`src/rtl/iar_pkg.sv`:
```
`timescale 1ns / 1ps
package iar_pkg;

    // kind of work the back end has to do for one item
    typedef enum logic [1:0] {
        KIND_DIGITS,
        KIND_ZERO,
        KIND_BAD
    } t_kind;

    // classified item passed from front to back
    typedef struct packed {
        t_kind      kind;
        logic       neg;
        logic [5:0] mag;
    } t_cmd;

    // one character result
    typedef struct packed {
        logic [7:0] char_code;
        logic       negative;
        logic       bad_radix;
        logic       last;
    } t_res;

    // legal radix magnitudes
    localparam logic [6:0] RADIX_MIN = 7'd2;
    localparam logic [6:0] RADIX_MAX = 7'd36;

    // ascii codes
    localparam logic [7:0] CHAR_ZERO    = 8'h30;
    localparam logic [7:0] CHAR_NINE    = 8'h39;
    localparam logic [7:0] CHAR_UPPER_A = 8'h41;
    localparam logic [7:0] CHAR_UPPER_Z = 8'h5A;

    // queue depths
    localparam int CMDQ_DEPTH = 2;
    localparam int OQ_DEPTH   = 4;

endpackage

```
`src/rtl/iar_ram.sv`:
```
`timescale 1ns / 1ps
module iar_ram #(
    parameter int WIDTH = 6,
    parameter int DEPTH = 64
) (
    input  logic                     i_clk,
    input  logic                     i_we,
    input  logic [$clog2(DEPTH)-1:0] i_waddr,
    input  logic [WIDTH-1:0]         i_wdata,
    input  logic [$clog2(DEPTH)-1:0] i_raddr,
    output logic [WIDTH-1:0]         o_rdata
);

    logic [WIDTH-1:0] r_mem [DEPTH];
    logic [WIDTH-1:0] r_rdata;

    // single write port, registered read port
    always_ff @(posedge i_clk) begin
        if (i_we) begin
            r_mem[i_waddr] <= i_wdata;
        end
        r_rdata <= r_mem[i_raddr];
    end

    assign o_rdata = r_rdata;

endmodule

```
`src/rtl/iar_front.sv`:
```
`timescale 1ns / 1ps
module iar_front #(
    parameter int VALUE_BITS = 64
) (
    input  logic                  i_clk,
    input  logic                  i_rst_n,
    input  logic                  i_push,
    output logic                  o_full,
    input  logic [63:0]           i_value,
    input  logic signed [6:0]     i_radix,
    output logic                  o_cmd_valid,
    input  logic                  i_cmd_ready,
    output iar_pkg::t_cmd         o_cmd,
    output logic [VALUE_BITS-1:0] o_cmd_value
);
    import iar_pkg::*;

    localparam int PW = $clog2(CMDQ_DEPTH);
    localparam int CW = $clog2(CMDQ_DEPTH + 1);

    logic [VALUE_BITS-1:0] w_val;
    logic [VALUE_BITS-1:0] w_mag_val;
    logic [6:0]            w_rmag;
    logic                  w_signed;
    logic                  w_neg;
    logic                  w_bad;
    t_cmd                  w_cmd;
    logic                  w_push_xfer;
    logic                  w_pop_xfer;

    logic [VALUE_BITS-1:0] r_q_val [CMDQ_DEPTH];
    t_cmd                  r_q_cmd [CMDQ_DEPTH];
    logic [PW-1:0]         r_wr_ptr;
    logic [PW-1:0]         r_rd_ptr;
    logic [CW-1:0]         r_count;

    // classify the incoming item
    assign w_val     = i_value[VALUE_BITS-1:0];
    assign w_signed  = i_radix[6];
    assign w_rmag    = w_signed ? (7'd0 - $unsigned(i_radix)) : $unsigned(i_radix);
    assign w_bad     = (w_rmag < RADIX_MIN) || (w_rmag > RADIX_MAX);
    assign w_neg     = w_signed && w_val[VALUE_BITS-1];
    assign w_mag_val = w_neg ? ('0 - w_val) : w_val;

    always_comb begin
        w_cmd.mag = w_rmag[5:0];
        if (w_val == '0) begin
            w_cmd.kind = KIND_ZERO;
            w_cmd.neg  = 1'b0;
        end else if (w_bad) begin
            w_cmd.kind = KIND_BAD;
            w_cmd.neg  = 1'b0;
        end else begin
            w_cmd.kind = KIND_DIGITS;
            w_cmd.neg  = w_neg;
        end
    end

    // command queue handshakes
    assign o_full      = (r_count == CW'(CMDQ_DEPTH));
    assign o_cmd_valid = (r_count != '0);
    assign w_push_xfer = i_push && !o_full;
    assign w_pop_xfer  = o_cmd_valid && i_cmd_ready;
    assign o_cmd       = r_q_cmd[r_rd_ptr];
    assign o_cmd_value = r_q_val[r_rd_ptr];

    // queue pointers and fill level
    always_ff @(posedge i_clk) begin
        if (!i_rst_n) begin
            r_wr_ptr <= '0;
            r_rd_ptr <= '0;
            r_count  <= '0;
        end else begin
            if (w_push_xfer) begin
                r_wr_ptr <= r_wr_ptr + 1'b1;
            end
            if (w_pop_xfer) begin
                r_rd_ptr <= r_rd_ptr + 1'b1;
            end
            r_count <= r_count + CW'(w_push_xfer) - CW'(w_pop_xfer);
        end
    end

    // queue payload
    always_ff @(posedge i_clk) begin
        if (w_push_xfer) begin
            r_q_cmd[r_wr_ptr] <= w_cmd;
            r_q_val[r_wr_ptr] <= w_mag_val;
        end
    end

endmodule

```
`src/rtl/iar_conv.sv`:
```
`timescale 1ns / 1ps
module iar_conv #(
    parameter int VALUE_BITS  = 64,
    parameter int DIGIT_SLOTS = 64
) (
    input  logic                  i_clk,
    input  logic                  i_rst_n,
    input  logic                  i_cmd_valid,
    output logic                  o_cmd_ready,
    input  iar_pkg::t_cmd         i_cmd,
    input  logic [VALUE_BITS-1:0] i_cmd_value,
    output logic                  o_empty,
    input  logic                  i_pop,
    output iar_pkg::t_res         o_res
);
    import iar_pkg::*;

    localparam int BYTES     = (VALUE_BITS + 7) / 8;
    localparam int WORK_BITS = BYTES * 8;
    localparam int BYTE_IW   = (BYTES > 1) ? $clog2(BYTES) : 1;
    localparam int AW        = $clog2(DIGIT_SLOTS);
    localparam int CW        = $clog2(DIGIT_SLOTS + 1);
    localparam int OQ_PW     = $clog2(OQ_DEPTH);
    localparam int OQ_CW     = $clog2(OQ_DEPTH + 1);

    typedef enum logic [1:0] {
        S_IDLE,
        S_ONE,
        S_DIV,
        S_EMIT
    } t_state;

    // eight restoring division steps on one byte; returns {remainder, quotient byte}
    function automatic logic [13:0] div_byte(input logic [5:0] rem_in,
                                             input logic [7:0] byte_in,
                                             input logic [5:0] mag);
        logic [6:0] t;
        logic [5:0] r;
        logic [7:0] q;
        r = rem_in;
        q = '0;
        for (int b = 7; b >= 0; b--) begin
            t = {r, byte_in[b]};
            if (t >= {1'b0, mag}) begin
                t    = t - {1'b0, mag};
                q[b] = 1'b1;
            end
            r = t[5:0];
        end
        return {r, q};
    endfunction

    // digit value to ascii
    function automatic logic [7:0] digit_char(input logic [5:0] d);
        if (d < 6'd10) begin
            return CHAR_ZERO + {2'b00, d};
        end
        return CHAR_UPPER_A + {2'b00, d} - 8'd10;
    endfunction

    t_state                r_state;
    logic [WORK_BITS-1:0]  r_work;
    logic [BYTE_IW-1:0]    r_pos;
    logic [BYTE_IW-1:0]    r_top;
    logic [5:0]            r_rem;
    logic [5:0]            r_mag;
    logic                  r_neg;
    t_kind                 r_kind;
    logic [CW-1:0]         r_n;
    logic [AW-1:0]         r_idx;
    logic                  r_rd_valid;
    logic                  r_rd_last;

    t_res                  r_oq [OQ_DEPTH];
    logic [OQ_PW-1:0]      r_oq_wr;
    logic [OQ_PW-1:0]      r_oq_rd;
    logic [OQ_CW-1:0]      r_oq_cnt;

    logic [7:0]            w_in_byte;
    logic [7:0]            w_q_byte;
    logic [5:0]            w_rem_next;
    logic [WORK_BITS-1:0]  n_work;
    logic                  w_q_zero;
    logic                  w_top_zero;
    logic                  w_store;
    logic [CW-1:0]         w_n_next;
    logic                  w_room;
    logic                  w_issue;
    logic                  w_we;
    logic [5:0]            w_rdata;
    logic                  w_oq_push;
    logic                  w_oq_pop;
    t_res                  w_oq_data;

    // one byte of the long division per cycle
    assign w_in_byte               = r_work[r_pos*8 +: 8];
    assign {w_rem_next, w_q_byte}  = div_byte(r_rem, w_in_byte, r_mag);

    always_comb begin
        n_work                = r_work;
        n_work[r_pos*8 +: 8]  = w_q_byte;
    end

    assign w_q_zero   = (n_work == '0);
    assign w_top_zero = (n_work[r_top*8 +: 8] == 8'd0);
    assign w_store    = (r_n < CW'(DIGIT_SLOTS));
    assign w_n_next   = w_store ? (r_n + 1'b1) : r_n;

    // result queue space, counting a read still in flight
    assign w_room  = ((r_oq_cnt + OQ_CW'(r_rd_valid)) < OQ_CW'(OQ_DEPTH));
    assign w_issue = (r_state == S_EMIT) && w_room;
    assign w_we    = (r_state == S_DIV) && (r_pos == '0) && w_store;

    assign o_cmd_ready = (r_state == S_IDLE);

    // digit store, least significant digit first
    iar_ram #(
        .WIDTH (6),
        .DEPTH (DIGIT_SLOTS)
    ) u_digits (
        .i_clk   (i_clk),
        .i_we    (w_we),
        .i_waddr (r_n[AW-1:0]),
        .i_wdata (w_rem_next),
        .i_raddr (r_idx),
        .o_rdata (w_rdata)
    );

    // conversion sequencer
    always_ff @(posedge i_clk) begin
        if (!i_rst_n) begin
            r_state    <= S_IDLE;
            r_rd_valid <= 1'b0;
        end else begin
            r_rd_valid <= w_issue;
            case (r_state)
                S_IDLE: begin
                    if (i_cmd_valid) begin
                        r_mag  <= i_cmd.mag;
                        r_neg  <= i_cmd.neg;
                        r_kind <= i_cmd.kind;
                        r_work <= WORK_BITS'(i_cmd_value);
                        r_pos  <= BYTE_IW'(BYTES - 1);
                        r_top  <= BYTE_IW'(BYTES - 1);
                        r_rem  <= '0;
                        r_n    <= '0;
                        if (i_cmd.kind == KIND_DIGITS) begin
                            r_state <= S_DIV;
                        end else begin
                            r_state <= S_ONE;
                        end
                    end
                end
                S_ONE: begin
                    if (w_room) begin
                        r_state <= S_IDLE;
                    end
                end
                S_DIV: begin
                    r_work <= n_work;
                    if (r_pos == '0) begin
                        // one digit done
                        r_n   <= w_n_next;
                        r_rem <= '0;
                        if (w_q_zero) begin
                            r_idx   <= AW'(w_n_next - 1'b1);
                            r_state <= S_EMIT;
                        end else if (w_top_zero && (r_top != '0)) begin
                            r_top <= r_top - 1'b1;
                            r_pos <= r_top - 1'b1;
                        end else begin
                            r_pos <= r_top;
                        end
                    end else begin
                        r_pos <= r_pos - 1'b1;
                        r_rem <= w_rem_next;
                    end
                end
                S_EMIT: begin
                    if (w_room) begin
                        r_rd_last <= (r_idx == '0);
                        if (r_idx == '0) begin
                            r_state <= S_IDLE;
                        end else begin
                            r_idx <= r_idx - 1'b1;
                        end
                    end
                end
                default: begin
                    r_state <= S_IDLE;
                end
            endcase
        end
    end

    // result queue input: digit reads and single special results never coincide
    always_comb begin
        if (r_rd_valid) begin
            w_oq_data.char_code = digit_char(w_rdata);
            w_oq_data.negative  = r_neg;
            w_oq_data.bad_radix = 1'b0;
            w_oq_data.last      = r_rd_last;
        end else begin
            w_oq_data.char_code = (r_kind == KIND_ZERO) ? CHAR_ZERO : 8'd0;
            w_oq_data.negative  = 1'b0;
            w_oq_data.bad_radix = (r_kind == KIND_BAD);
            w_oq_data.last      = 1'b1;
        end
    end

    assign w_oq_push = r_rd_valid || ((r_state == S_ONE) && w_room);
    assign o_empty   = (r_oq_cnt == '0);
    assign w_oq_pop  = i_pop && !o_empty;
    assign o_res     = r_oq[r_oq_rd];

    // result queue control
    always_ff @(posedge i_clk) begin
        if (!i_rst_n) begin
            r_oq_wr  <= '0;
            r_oq_rd  <= '0;
            r_oq_cnt <= '0;
        end else begin
            if (w_oq_push) begin
                r_oq_wr <= r_oq_wr + 1'b1;
            end
            if (w_oq_pop) begin
                r_oq_rd <= r_oq_rd + 1'b1;
            end
            r_oq_cnt <= r_oq_cnt + OQ_CW'(w_oq_push) - OQ_CW'(w_oq_pop);
        end
    end

    // result queue storage
    always_ff @(posedge i_clk) begin
        if (w_oq_push) begin
            r_oq[r_oq_wr] <= w_oq_data;
        end
    end

endmodule

```
`src/rtl/integer_to_ascii_radix.sv`:
```
`timescale 1ns / 1ps
// channel   direction  transfer when        payload
// input     in         push & !full         i_value, i_radix
// result    out        pop & !empty         o_char_code, o_negative, o_bad_radix, o_last
//
// Each digit divides the working quotient a byte at a time (8 division steps per byte); the
// width starts at the full value and drops a byte per digit once its top byte is clear.
// A value is divided down to its digits, least significant first, then the block
// emits one character a cycle, most significant first, while the result queue has room.
// Zero and bad radix items give their single result without any division.
// Synchronous reset clears both queues and the sequencer; a two-entry queue decouples stalls.
module integer_to_ascii_radix #(
    parameter int DIGIT_SLOTS = 64,
    parameter int VALUE_BITS  = 64
) (
    input  logic              i_clk,
    input  logic              i_rst_n,
    input  logic              push,
    output logic              full,
    input  logic [63:0]       i_value,
    input  logic signed [6:0] i_radix,
    output logic              empty,
    input  logic              pop,
    output logic [7:0]        o_char_code,
    output logic              o_negative,
    output logic              o_bad_radix,
    output logic              o_last
);
    import iar_pkg::*;

    logic                  w_cmd_valid;
    logic                  w_cmd_ready;
    t_cmd                  w_cmd;
    logic [VALUE_BITS-1:0] w_cmd_value;
    t_res                  w_res;

    // front end: classify and queue
    iar_front #(
        .VALUE_BITS (VALUE_BITS)
    ) u_front (
        .i_clk       (i_clk),
        .i_rst_n     (i_rst_n),
        .i_push      (push),
        .o_full      (full),
        .i_value     (i_value),
        .i_radix     (i_radix),
        .o_cmd_valid (w_cmd_valid),
        .i_cmd_ready (w_cmd_ready),
        .o_cmd       (w_cmd),
        .o_cmd_value (w_cmd_value)
    );

    // back end: divide, store digits, emit
    iar_conv #(
        .VALUE_BITS  (VALUE_BITS),
        .DIGIT_SLOTS (DIGIT_SLOTS)
    ) u_conv (
        .i_clk       (i_clk),
        .i_rst_n     (i_rst_n),
        .i_cmd_valid (w_cmd_valid),
        .o_cmd_ready (w_cmd_ready),
        .i_cmd       (w_cmd),
        .i_cmd_value (w_cmd_value),
        .o_empty     (empty),
        .i_pop       (pop),
        .o_res       (w_res)
    );

    assign o_char_code = w_res.char_code;
    assign o_negative  = w_res.negative;
    assign o_bad_radix = w_res.bad_radix;
    assign o_last      = w_res.last;

    // result queue comes out of reset empty
    a_reset_empty: assert property (@(posedge i_clk) disable iff (!i_rst_n)
        $rose(i_rst_n) |-> empty)
        else $error("result queue not empty after reset");

    // error result carries no character and closes the run
    a_bad_fields: assert property (@(posedge i_clk) disable iff (!i_rst_n)
        (!empty && o_bad_radix) |-> (o_char_code == 8'd0 && o_last && !o_negative))
        else $error("bad radix result with wrong fields");

    // every other result is a digit character
    a_digit_char: assert property (@(posedge i_clk) disable iff (!i_rst_n)
        (!empty && !o_bad_radix) |->
            ((o_char_code >= CHAR_ZERO && o_char_code <= CHAR_NINE) ||
             (o_char_code >= CHAR_UPPER_A && o_char_code <= CHAR_UPPER_Z)))
        else $error("result is not a digit character");

    // a full front queue always offers work to the back end
    a_full_offers: assert property (@(posedge i_clk) disable iff (!i_rst_n)
        full |-> w_cmd_valid)
        else $error("front queue full but no command offered");

endmodule
```
`config.mk`:
```
export PLATFORM = sky130hd
export DESIGN_NAME = integer_to_ascii_radix
export DESIGN_NICKNAME = d
export VERILOG_FILES = /design/src/rtl/iar_pkg.sv /design/src/rtl/iar_ram.sv /design/src/rtl/iar_front.sv /design/src/rtl/iar_conv.sv /design/src/rtl/integer_to_ascii_radix.sv
export SDC_FILE = /design/constraint.sdc
export NUM_CORES = 1
export LEC_CHECK = 0
export ABC_AREA = 0
export BUFFER_PORTS_ARGS = -buffer_cell sky130_fd_sc_hd__buf_2
export CAP_MARGIN = 30
export CORE_MARGIN = 3
export CORE_UTILIZATION = 50
export CTS_BUF_LIST = sky130_fd_sc_hd__clkbuf_4
export DETAILED_ROUTE_END_ITERATION = 12
export GPL_TIMING_DRIVEN = 0
export PLACE_DENSITY_LB_ADDON = 0.05
export SLEW_MARGIN = 15
export SYNTH_ARGS = -nofsm -noshare
export SYNTH_HDL_FRONTEND = slang
export SYNTH_SLANG_ARGS = --single-unit
```
`constraint.sdc`:
```
create_clock -name i_clk -period 37 [get_ports i_clk]
set_input_delay 5.55 -clock i_clk [delete_from_list [all_inputs] [get_ports i_clk]]
set_output_delay 5.55 -clock i_clk [all_outputs]
set_load 0.03 [all_outputs]
```
Word-level counts from Yosys, hierarchy flattened

Memories as Yosys holds them, arrays and structs flattened. A register that Yosys moved wholly into a read port is not among the register bits.
Cells that the tools add are included.
Widths: inputs -> output; s select.

Bits in registers: 113
Bits in latches: 0
RAM bits: 574
Bits in read-only memories: 0
Word-level logic and storage cells: 183
Memories kept: 4

Memories:

| memory                | words | width | rd ports | clocked after memory_dff | write ports | line            | source |
|---|---|---|---|---|---|---|---|
| u_conv.u_digits.r_mem | 64    | 6     | 1        | 1                        | 1           | iar_ram.sv:14   | `logic [WIDTH-1:0] r_mem [DEPTH];` |
| u_front.r_q_val       | 2     | 64    | 1        | 1                        | 1           | iar_front.sv:31 | `logic [VALUE_BITS-1:0] r_q_val [CMDQ_DEPTH];` |
| u_conv.r_oq           | 4     | 11    | 1        | 1                        | 1           | iar_conv.sv:74  | `t_res r_oq [OQ_DEPTH];` |
| u_front.r_q_cmd       | 2     | 9     | 1        | 1                        | 1           | iar_front.sv:32 | `t_cmd r_q_cmd [CMDQ_DEPTH];` |

Add/subtract/negate cells: 28
$mul: 0
Div/mod/pow operators: 0
Magnitude comparators: 13
Eq/ne operators: 15
Shift operators: 4
Multiplexer cells: 68
Bitwise logic cells: 0
Reductions and logical operators: 33

Operators with widths:

| kind                    | count |
|---|---|
| $logic_not 64->1        | 2 |
| $mux 64                 | 2 |
| $pmux 64 s2             | 1 |
| $shiftx 64x7->8         | 2 |
| $mux 6                  | 15 |
| $bwmux 64               | 1 |
| $shift 8x34->64 const A | 1 |
| $shiftx 8x34->64        | 1 |
| $sub 1x64->64 const A   | 1 |
| $ge 7x6->1              | 8 |
| $sub 6x6->6             | 8 |
| $neg 6->34              | 1 |
| $mux 7                  | 4 |
| $pmux 6 s2              | 2 |
| $mux 3                  | 7 |
| $mux 1                  | 20 |
| $mux 2                  | 9 |
| $mux 8                  | 2 |
| $pmux 7 s2              | 1 |
| $pmux 3 s2              | 2 |
| $reduce_and 6->1        | 2 |
| $sub 6x1->6 const B     | 2 |
| $mux 11                 | 1 |
| $logic_and 1x1->1       | 9 |
| other kinds (34)        | 57 |

Depth between registers and ports, before layout

Depth after elaboration: 26
Gate-level depth with buffers: 85
Gate-level depth less buffers: 82

Modules after synthesis

From an unflattened synthesis, not the netlist that was laid out.

Cell total of the unflattened synthesis: 2427
Area, all modules: 33789.9 um2

By module, submodules not included:

| module    | times used | cells an instance | area an instance (um2) |
|---|---|---|---|
| iar_ram   | 1          | 720               | 15225.9 |
| iar_conv  | 1          | 1194              | 11370.9 |
| iar_front | 1          | 513               | 7193.1 |

Worst setup path after synthesis

No wires, ideal clock.

Kind: register to register
Start: register u_conv.r_pos[0]
End: memory u_conv.u_digits.r_mem[0][0], data pin
Setup time: 0.569 ns
Arrival: 18.676 ns
Required time: 36.431 ns
Setup slack: 17.756 ns
Cell stages (with the launch flop): 82
Buffers on the path: 6
Path through: edfxtp_1 buf_1 mux4_2 mux2i_1 ha_1 nand2b_1 a31oi_1 o21a_1 buf_2 mux2i_1 ha_1 and4_1 a2111o_1 o22ai_1 o211a_1 clkbuf_1 nand2_1 nand2_1 (+46 left out) a21oi_1 o21ai_0 a21oi_1 inv_1 nor3_2 clkbuf_1 mux2i_1 ha_1 a21oi_1 o21bai_1 a21o_1 a21o_1 o21bai_1 a21oi_1 o31a_1 o221ai_1 buf_2 mux2i_1

Word-level cells in the longest chain between the ends: 17
Elaborated cells on any way between the ends: 25
Those cells by class: add/sub: 8; order compare: 8; shift: 1; mux: 8

Ends and longest elaborated chain:

| element                                          | line                           | source |
|---|---|---|
| start, declared                                  | iar_conv.sv:63                 | `logic [BYTE_IW-1:0] r_pos;` |
| start signal, assigned                           | iar_conv.sv:143                | `r_pos <= BYTE_IW'(BYTES - 1);` |
| start signal, assigned                           | iar_conv.sv:170                | `r_pos <= r_top - 1'b1;` |
| start signal, assigned                           | iar_conv.sv:172                | `r_pos <= r_top;` |
| $shiftx 64x7->8 (*)                              | iar_conv.sv:96                 | `assign w_in_byte = r_work[r_pos*8 +: 8];` |
| $sub 6x6->6 / $ge 7x6->1 (equally long branches) | iar_conv.sv:45, iar_conv.sv:44 |  |
| $mux 6                                           | iar_conv.sv:44                 | `if (t >= {1'b0, mag}) begin` |
| $sub 6x6->6 / $ge 7x6->1 (equally long branches) | iar_conv.sv:45, iar_conv.sv:44 |  |
| $mux 6                                           | iar_conv.sv:44                 |  |
| $sub 6x6->6 / $ge 7x6->1 (equally long branches) | iar_conv.sv:45, iar_conv.sv:44 |  |
| $mux 6                                           | iar_conv.sv:44                 |  |
| $sub 6x6->6 / $ge 7x6->1 (equally long branches) | iar_conv.sv:45, iar_conv.sv:44 |  |
| (+2 left out)                                    | -                              |  |
| $mux 6                                           | iar_conv.sv:44                 |  |
| $sub 6x6->6 / $ge 7x6->1 (equally long branches) | iar_conv.sv:45, iar_conv.sv:44 |  |
| $mux 6                                           | iar_conv.sv:44                 |  |
| $ge 7x6->1 / $sub 6x6->6 (equally long branches) | iar_conv.sv:44, iar_conv.sv:45 |  |
| $mux 6                                           | iar_conv.sv:44                 |  |
| $ge 7x6->1                                       | iar_conv.sv:44                 |  |
| $mux 6 (*)                                       | iar_conv.sv:44                 |  |
| net u_conv.u_digits.i_wdata[0]                   | iar_ram.sv:9                   | `input logic [WIDTH-1:0] i_wdata,` |
| end, declared                                    | iar_ram.sv:14                  |  |

The timed path passes the listed nets; every way through them passes the cells marked *.

Worst setup path in the final report

Start: register u_conv.r_pos[0]
End: memory u_conv.u_digits.r_mem[15][0], data pin

Same word-level chain as after synthesis.

==> impl_metrics.tcl <==
set metrics [dict create \
    status "complete, no violations" \
    setup_tns_ns 0 \
    synth_edf_count 669 \
    initial_core_util_pct 51.07 \
    grt_overflow_total 0 \
    via_count 21990 \
    async_flop_share_pct 0 \
    cts_setup_buffers 0 \
    area_growth_pct 12.53 \
    track_usage_pct 25.16 \
    yosysUniqueCellTypes 87 \
    worstSetupPathType "register to register" \
    slowest_stage "nor2_1" \
    synth_ff_type "edfxtp_1" \
    num_rows 93 \
    grt_start_max_net_pins 66 \
    num_io_pins 88 \
    busiest_layer "met1" \
    dp_slack_ns 13.50 \
    routedWlPerCell_um 23.99 \
    cts.clk_slew.worst_paths_ns 0.06 \
    ys_warn_count 0 \
    tritoncts "done" \
    grt_use_met2_pct 36.73 \
    portBuffers 85 \
    mappedNetlistNets 2524 \
    synth_seq_cells 692 \
    die_h_um 263.8 \
    crit_path_start_kind "register" \
    cts_resized 0 \
    endpoint_kind "register" \
    drt_iter0_drc 2156 \
    die_w_um 263.8 \
    path_max_fanout 28 \
    gp_congestion 0.9269 \
    max_stage_delay_ns 0.77 \
    fmax_ghz 0.04157 \
    grtUsageMet3_pct 4.983 \
    synth_cells 2374 \
    met1_usage_pct 37.92 \
    firstDrtPassIters 5 \
    nNetsFinal 2814 \
    vias_per_cell 6.036 \
    slew_headroom_pct 33.17 \
    hold_buffers 0 \
    setup_viol 0 \
    drv_slew 0 \
    rrSetupSlack_ns 12.95 \
    yosysSeqAreaShare_pct 61.86 \
    core_area_sq_um 65050 \
    dpl.hpwl_mm 62.29 \
    drive_gt1_share_pct 20.13 \
    avgSynthCellArea_sq_um 13.99 \
    ant_nets 0 \
    cp_common_cell "ha_1" \
    setup_ws_ns 12.95 \
    clk_latency_ns 1.03 \
    drv_cap 0 \
    finalCritPeriodShare_pct 65.01 \
    skew_ns 0.07068 \
    ctsHtreeMaxLevel 4 \
    hold_slack_ns 0.5509 \
    antenna_found_initial 3 \
    grt_pass1_wl_mm 132.4 \
    finalHoldViolations 0 \
    clock_path_buffers 3 \
    grt_setup_unrepaired "false" \
    totalWireLength_mm 87.40 \
    placedInstanceArea_sq_um 35170 \
    die-area_sq_um 69570 \
    clockRootBuffer "clkbuf_4" \
    numCtsBuffers 177 \
    drcViolationCount 0 \
    design_area_sq_um 37380 \
    period_minus_slack_ns 24.05 \
    min_path_type "register to register" \
    cp.required_ns 37.84 \
    worstMarginPinSlew_ns 0.9948 \
    syn_area_sq_um 33220 \
    grt_pass1_vias 21950 \
    cts.sink_count 692 \
    cp_data_arrival_time_ns 24.89 \
]
-- Yosys cell counts, drive strengths merged (14+ instances only) --
cell	instances	area share, %
nand3	36	0.54
mux2i	133	4.0
nor2b	34	0.64
nand2b	21	0.40
edfxtp	669	60
and3	14	0.28
a31oi	18	0.36
mux2	37	1.3
xor2	55	1.5
nor2	186	2.1
dfxtp	23	1.4
o31ai	17	0.38
ha	66	2.5
and2	21	0.40
mux4	106	7.2
nor3	47	0.75
buf	24	0.31
a21oi	125	1.9
inv	74	0.84
clkbuf	97	1.1
nor4	15	0.28
a21o	15	0.34
o21ai	85	1.3
o211ai	19	0.44
nand2	147	1.7
xnor2	58	1.5
a211oi	49	1.2
-- critical path: cells and delay by family (launching register included) --
kind	cells	cell delay (ns)
simple gates	18	4.55
fa+ha+maj	8	2.49
mux	8	3.86
compound gates	35	8.02
buf+inv	12	4.45
flops	1	0.41
-- state kept, by name, summed over array words and instances, names as in the netlist, 2 cells and up, named ones only --
signal,flops
u_conv.r_idx,6
u_conv.r_kind,2
u_conv.r_mag,6
u_conv.r_n,7
u_conv.r_oq,40
u_conv.r_oq_cnt,3
u_conv.r_oq_rd,2
u_conv.r_oq_wr,2
u_conv.r_pos,3
u_conv.r_rem,6
u_conv.r_state,2
u_conv.r_top,3
u_conv.r_work,64
u_conv.u_digits.o_rdata,6
u_conv.u_digits.r_mem,384
u_front.r_count,2
u_front.r_q_cmd,18
u_front.r_q_val,128
-- cells in the final DEF, fill, tap and decap left out, drive strengths merged, types with 81 or more instances in the layout --
cell type and instances:
edfxtp 669, clkbuf 345, nor2 186, nand2 147, buf 135, mux2i 133, a21oi 125, mux4 106
o21ai 85, inv 81
-- final cells by class --
class	count	area, sq um
Fill cell	5348	27660
Sequential cell	692	20550
Multi-Input combinational cell	1487	11980
Clock buffer	248	1862
Tap cell	855	1070
Timing Repair Buffer	111	872.1
Buffer	121	467.9
Clock inverter	49	286.5
Inverter	74	277.8
Antenna cell	6	15.01
-- path summary, 6_finish.rpt --
path	from	end	cells past startpoint
worst max-delay path	u_conv.r_pos[0]$_SDFFCE_PN1P_	u_conv.u_digits.r_mem[15][0]$_DFFE_PP_	81
worst min-delay path	u_front.r_q_cmd[0][1]$_DFFE_PP_	u_conv.r_mag[1]$_DFFE_PP_	1
worst max register to register	u_conv.r_pos[0]$_SDFFCE_PN1P_	u_conv.u_digits.r_mem[15][0]$_DFFE_PP_	81
worst min register to register	u_front.r_q_cmd[0][1]$_DFFE_PP_	u_conv.r_mag[1]$_DFFE_PP_	1
-- layer usage --
| layer | vias to the layer above | part of all wire (%) |
|---|---|---|
| li1 | 9937 | - |
| met1 | 11020 | 46 |
| met2 | 871 | 44 |
| met3 | 160 | 7.6 |
| met4 | 0 | 2.4 |
| met5 | - | 0 |
-- kinds of logic (layout without fill, tap and decap cells) --
family / count (synthesis) / count (layout) / synth area share, %
AND/OR/NAND/NOR: 575 / 575 / 8.275
buffers and inverters: 195 / 603 / 2.245
flip-flops: 692 / 692 / 61.86
other: 1 / 7 / 0.01129
XOR/XNOR: 113 / 113 / 2.979
multiplexers: 276 / 276 / 12.50
adder cells (fa/ha/maj): 75 / 75 / 3.028
AO/OA/AOI/OAI: 447 / 447 / 9.107
-- through the flow --
stage | std cells | utilization (%)
after floorplan | 2374 | -
after global placement | 3314 | 53.37
after detailed placement | 3336 | 54.08
after CTS | 3633 | 57.38
after global routing | 3643 | 57.47
final | 3643 | 57.47
Power is left out: the tool's default activity adds up to more than one toggle a clock period on the data nets, which glitch-free logic cannot reach.
